File: src/sv/ilist_pkg.sv
// ----------------------------------------------------------------------------
// ilist_pkg: shared types and constants for the indexed list engine
//
// Holds the request and result payload types, the status and action codes,
// and the command and status structs that join the controller and the
// datapath.
// ----------------------------------------------------------------------------
package ilist_pkg;

    // Default sizing of the slot store.
    localparam int CAPACITY_DEF   = 256;
    localparam int VALUE_BITS_DEF = 32;

    // Fixed field widths of the request and result items.
    localparam int POS_BITS    = 8;
    localparam int DATA_BITS   = 32;
    localparam int STATUS_BITS = 2;
    localparam int LENGTH_BITS = 9;

    // Request actions.
    localparam logic ACT_INSERT = 1'b0;
    localparam logic ACT_DELETE = 1'b1;

    // Result status codes.
    localparam logic [STATUS_BITS-1:0] STATUS_DONE  = 2'd0;
    localparam logic [STATUS_BITS-1:0] STATUS_FULL  = 2'd1;
    localparam logic [STATUS_BITS-1:0] STATUS_EMPTY = 2'd2;

    // One request item.
    typedef struct packed {
        logic                        action;
        logic [POS_BITS-1:0]         position;
        logic signed [DATA_BITS-1:0] value;
    } req_t;

    // One result item.
    typedef struct packed {
        logic signed [DATA_BITS-1:0] removed_value;
        logic [STATUS_BITS-1:0]      status;
        logic [LENGTH_BITS-1:0]      length;
    } resp_t;

    // Datapath step that the controller requests in a cycle.
    typedef enum logic [2:0] {
        STEP_NONE,
        STEP_LOAD,
        STEP_CHECK,
        STEP_ALLOC,
        STEP_WALK,
        STEP_LINK,
        STEP_FREE,
        STEP_OUT
    } dp_step_t;

    // Command from the controller to the datapath.
    typedef struct packed {
        dp_step_t step;
    } dp_cmd_t;

    // Status from the datapath to the controller.
    typedef struct packed {
        logic is_delete;
        logic full;
        logic empty;
        logic ins_simple;
        logic walk_done;
    } dp_status_t;

endpackage

File: src/sv/ilist_ctrl.sv
// ----------------------------------------------------------------------------
// ilist_ctrl: request sequencer of the indexed list engine
//
// Accepts one request at a time, steps the datapath through check,
// allocation, link walk, link repair and slot release, and hands the
// result to the output register once the receiver has room.
// ----------------------------------------------------------------------------
module ilist_ctrl (
    input  logic                   aclk,
    input  logic                   aresetn,
    input  logic                   s_valid,
    output logic                   s_ready,
    output logic                   m_valid,
    input  logic                   m_ready,
    input  ilist_pkg::dp_status_t  status,
    output ilist_pkg::dp_cmd_t     cmd
);
    import ilist_pkg::*;

    typedef enum logic [6:0] {
        S_IDLE   = 7'b0000001,
        S_CHECK  = 7'b0000010,
        S_ALLOC  = 7'b0000100,
        S_WALK   = 7'b0001000,
        S_LINK   = 7'b0010000,
        S_FREE   = 7'b0100000,
        S_RESULT = 7'b1000000
    } state_t;

    state_t state_reg, state_next;
    logic   m_valid_reg, m_valid_next;

    assign s_ready = (state_reg == S_IDLE);
    assign m_valid = m_valid_reg;

    // Next state, datapath step and output valid.
    always_comb begin
        state_next   = state_reg;
        cmd.step     = STEP_NONE;
        m_valid_next = m_valid_reg && !m_ready;
        case (state_reg)
            S_IDLE: begin
                if (s_valid) begin
                    cmd.step   = STEP_LOAD;
                    state_next = S_CHECK;
                end
            end
            S_CHECK: begin
                cmd.step = STEP_CHECK;
                if (status.is_delete) begin
                    state_next = status.empty ? S_RESULT : S_WALK;
                end else begin
                    state_next = status.full ? S_RESULT : S_ALLOC;
                end
            end
            S_ALLOC: begin
                cmd.step   = STEP_ALLOC;
                state_next = status.ins_simple ? S_RESULT : S_WALK;
            end
            S_WALK: begin
                cmd.step = STEP_WALK;
                if (status.walk_done) begin
                    state_next = status.is_delete ? S_FREE : S_LINK;
                end
            end
            S_LINK: begin
                cmd.step   = STEP_LINK;
                state_next = S_RESULT;
            end
            S_FREE: begin
                cmd.step   = STEP_FREE;
                state_next = S_RESULT;
            end
            S_RESULT: begin
                // Load the result only once the output register is free.
                if (!m_valid_reg || m_ready) begin
                    cmd.step     = STEP_OUT;
                    m_valid_next = 1'b1;
                    state_next   = S_IDLE;
                end
            end
            default: begin
                state_next = S_IDLE;
            end
        endcase
    end

    // State and valid registers.
    always_ff @(posedge aclk) begin
        if (!aresetn) begin
            state_reg   <= S_IDLE;
            m_valid_reg <= 1'b0;
        end else begin
            state_reg   <= state_next;
            m_valid_reg <= m_valid_next;
        end
    end

endmodule

File: config.mk
export PLATFORM = sky130hd
export DESIGN_NAME = ilist_ctrl
export DESIGN_NICKNAME = d
export VERILOG_FILES = /design/src/sv/ilist_pkg.sv /design/src/sv/ilist_ctrl.sv
export SDC_FILE = /design/constraint.sdc
export NUM_CORES = 1
export LEC_CHECK = 0
export ABC_CLOCK_PERIOD_IN_PS = 4300
export BUFFER_PORTS_ARGS = -buffer_cell sky130_fd_sc_hd__buf_2
export CAP_MARGIN = 25
export CELL_PAD_IN_SITES_DETAIL_PLACEMENT = 1
export CELL_PAD_IN_SITES_GLOBAL_PLACEMENT = 1
export CORE_MARGIN = 4
export CORE_UTILIZATION = 31
export DETAILED_ROUTE_END_ITERATION = 8
export PLACE_DENSITY = 0.7
export SKIP_LAST_GASP = 1
export SLEW_MARGIN = 15
export SYNTH_ARGS = -nofsm -noshare
export SYNTH_HDL_FRONTEND = slang
export SYNTH_SLANG_ARGS = --single-unit
export TNS_END_PERCENT = 5
File: constraint.sdc
create_clock -name aclk -period 4.3 [get_ports aclk]
set_clock_uncertainty 0.15 [all_clocks]
set_input_delay 0.645 -clock aclk [delete_from_list [all_inputs] [get_ports aclk]]
set_output_delay 0.645 -clock aclk [all_outputs]
set_load 0.1 [all_outputs]
==> run summary <==
Outcome -> complete, no violations
Hold Slack -> 0.411 ns
VDD IR max -> 0.111 mV
HP Class -> in2reg
Design area -> 687 um^2
Worst-path clk slew -> 0.06 ns
R2R cell count -> 4
Vias -> 599
DR vias/cell -> 5.30
Power Density -> 281 mW/mm^2
DRT Wirelength -> 1550 um
Vias in the first global route -> 588
Core ar. -> 0.00180 mm^2
Crit-path slowest cell -> dfxtp_1
Mapped Area -> 614 um^2
Post-route DRC -> 0
Area Growth Syn to Fin -> 11.8%
Longest Clk Path Bufs -> 2
Post-synth EDFFs -> 0
Post-Synthesis Cells -> 77
Post-CTS Resized -> 0
Largest net degree at the start of global routing -> 12
Fin crit period -> 2.67 ns
DPL Wire Length -> 1200 um
Gp weighted congestion -> 0.782
Die Y -> 52.5 um
Max H-tree Level -> 1
Placed inst area -> 664 um^2
1st-pass router iterations -> 4
CP Buf/Inv Count -> 1
Flip-flop and latch area -> 160 um^2
Setup Buffers After CTS -> 0
Critical path data required time -> 3.50 ns
Tcrit/Tclk final -> 0.620
Die X -> 52.5 um
Initial Util -> 0.341
Worst Max-Slew Pin Slew -> 0.475 ns
RSZ-0062 raised after global routing -> false
Most used cell, CP -> nand2b_1
CP Capture Type -> output port
Count of buffers from port buffering -> 13
Hold buffer count at cts -> 0
Max reg flops -> 7
Clk_lat worst skew -> 0.26 ns
Leakage power total -> 0.266 nW
Finished Core Util -> 0.381
Final TNS setup -> 0 ns
CTS Root Cell -> clkbuf_4
Ys async rst share -> 0
Post-route ant nets -> 0
Final hold viol count -> 0
# setup viols final -> 0
Crit path kind -> reg2out
Final cell count without fillers -> 113
Most used DFF post-synth -> dfxtp_1
Cell variety after synth -> 31
Placed cells -> 110
All-Layer GR Usage -> 0.128
Max Cap Violations -> 0
First-pass GRT wire length -> 2590 um
Grt total ovfl -> 0
#FFs+latches synth -> 8
Critical path cell sequence -> nand2b_1 > nand2b_1 > a211oi_1 > o21a_1 > buf_2
Die area -> 0.00276 mm^2
CTS Sinks -> 8
WL/cell -> 13.7 um
CP max FO -> 10
Relative slew slack -> 0.683
Multi-input logic area -> 397 um^2
Iteration-0 DRC Markers -> 7
Seq/Total Area, Yosys -> 0.261
Initial antenna violation count -> 0
Yosys warning total -> 0
Row count -> 15
# diodes -> 0
Syn_nets -> 86
IO Pins -> 14
Cell depth of the worst setup path -> 5
CP Launch Type -> flip-flop
Filler cells -> 253
Hold Path Cell Cnt -> 2
Syn Area/Cell -> 7.98 um^2
Largest delay share family, worst path -> flip-flops
Slew Viols, Final -> 0
Total CTS buffers -> 3
Crit path largest cell delay -> 0.45 ns
WP data arrival -> 1.87 ns
Layout cell share with drive strength beyond 1 -> 0.227
TritonCTS clock tree -> yes
Nets -> 99
FMAX -> 0.375 GHz
[final cells by class]
class                      instances  share of cell area
inverter                           3              0.0164
clock buffer                       3              0.0328
multi-input combinational         61               0.577
tap                               25              0.0455
sequential                         8               0.233
timing repair buffer              13              0.0947
[through the flow]
stage          setup WS [ns]  total power [mW]
5_1_grt                 1.50             0.201
4_1_cts                 1.61             0.196
6_report                1.63             0.193
3_5_place_dp            1.70             0.135
2_1_floorplan           1.04             0.122
3_3_place_gp            1.72             0.135
[synth_stat cells, types with 2 or more instances]
library cell / instances / area [um^2]
o21a_1: 3 / 22.5
buf_6: 3 / 33.8
o21ai_0: 4 / 20.0
nand2b_1: 5 / 31.3
and3_1: 2 / 12.5
nand4b_1: 3 / 26.3
nor2_1: 10 / 37.5
a21oi_1: 3 / 15.0
nand2_1: 5 / 18.8
inv_1: 3 / 11.3
nand3b_1: 4 / 30.0
nor2b_1: 3 / 18.8
dfxtp_1: 8 / 160
nand3_1: 3 / 15.0
nor4_1: 2 / 12.5
[cell usage in the layout, fill, tap and decap left out, drive strengths merged]
master | Yosys | routed
buf | 4 | 13
xor2 | 1 | 1
a32o | 1 | 1
nand3b | 4 | 4
inv | 3 | 3
nand4b | 3 | 3
nor3b | 1 | 1
o32a | 1 | 1
nor3 | 2 | 2
a41oi | 1 | 1
nor2b | 3 | 3
and3 | 2 | 2
nor2 | 11 | 11
o211ai | 1 | 1
o21a | 3 | 3
a21oi | 3 | 3
clkbuf | 1 | 3
nand2 | 5 | 5
a211o | 1 | 1
o21ai | 5 | 5
dfxtp | 8 | 8
nand3 | 3 | 3
mux2i | 1 | 1
nor4 | 3 | 3
a211oi | 1 | 1
nand2b | 5 | 5
[kinds of logic after synthesis]
kind of cell,count (synthesis),synth area share
buf+inv,8,0.0937
flops,8,0.261
compound gates,17,0.187
mux,1,0.0163
xor+xnor,1,0.0143
simple gates,42,0.428
[report_power, final]
| group | switching, mW | internal, mW | total [mW] |
|---|---|---|---|
| Clock | 0.0269 | 0.0320 | 0.0589 |
| Combinational | 0.0394 | 0.0135 | 0.0529 |
| Sequential | 0.00469 | 0.0764 | 0.0811 |
[path summary, 6_finish.rpt]
| path | endpoint | startpoint | slack (ns) |
|---|---|---|---|
| min reg2reg | m_valid | m_valid | 0.46 |
| max reg2reg | state_reg[0] | state_reg[2] | 2.73 |
| min | state_reg[2] | status[3] | 0.41 |
| max | cmd[2] | state_reg[5] | 1.63 |
[routing by layer]
layer | up-vias | global-route usage | part of all wire
li1 | 302 | - | -
met1 | 281 | 0.172 | 0.51
met2 | 12 | 0.190 | 0.44
met3 | 4 | 0.0199 | 0.028
met4 | 0 | 0.0766 | 0.020
met5 | - | 0 | 0
Note: power is estimated with default switching activity, not from simulation.
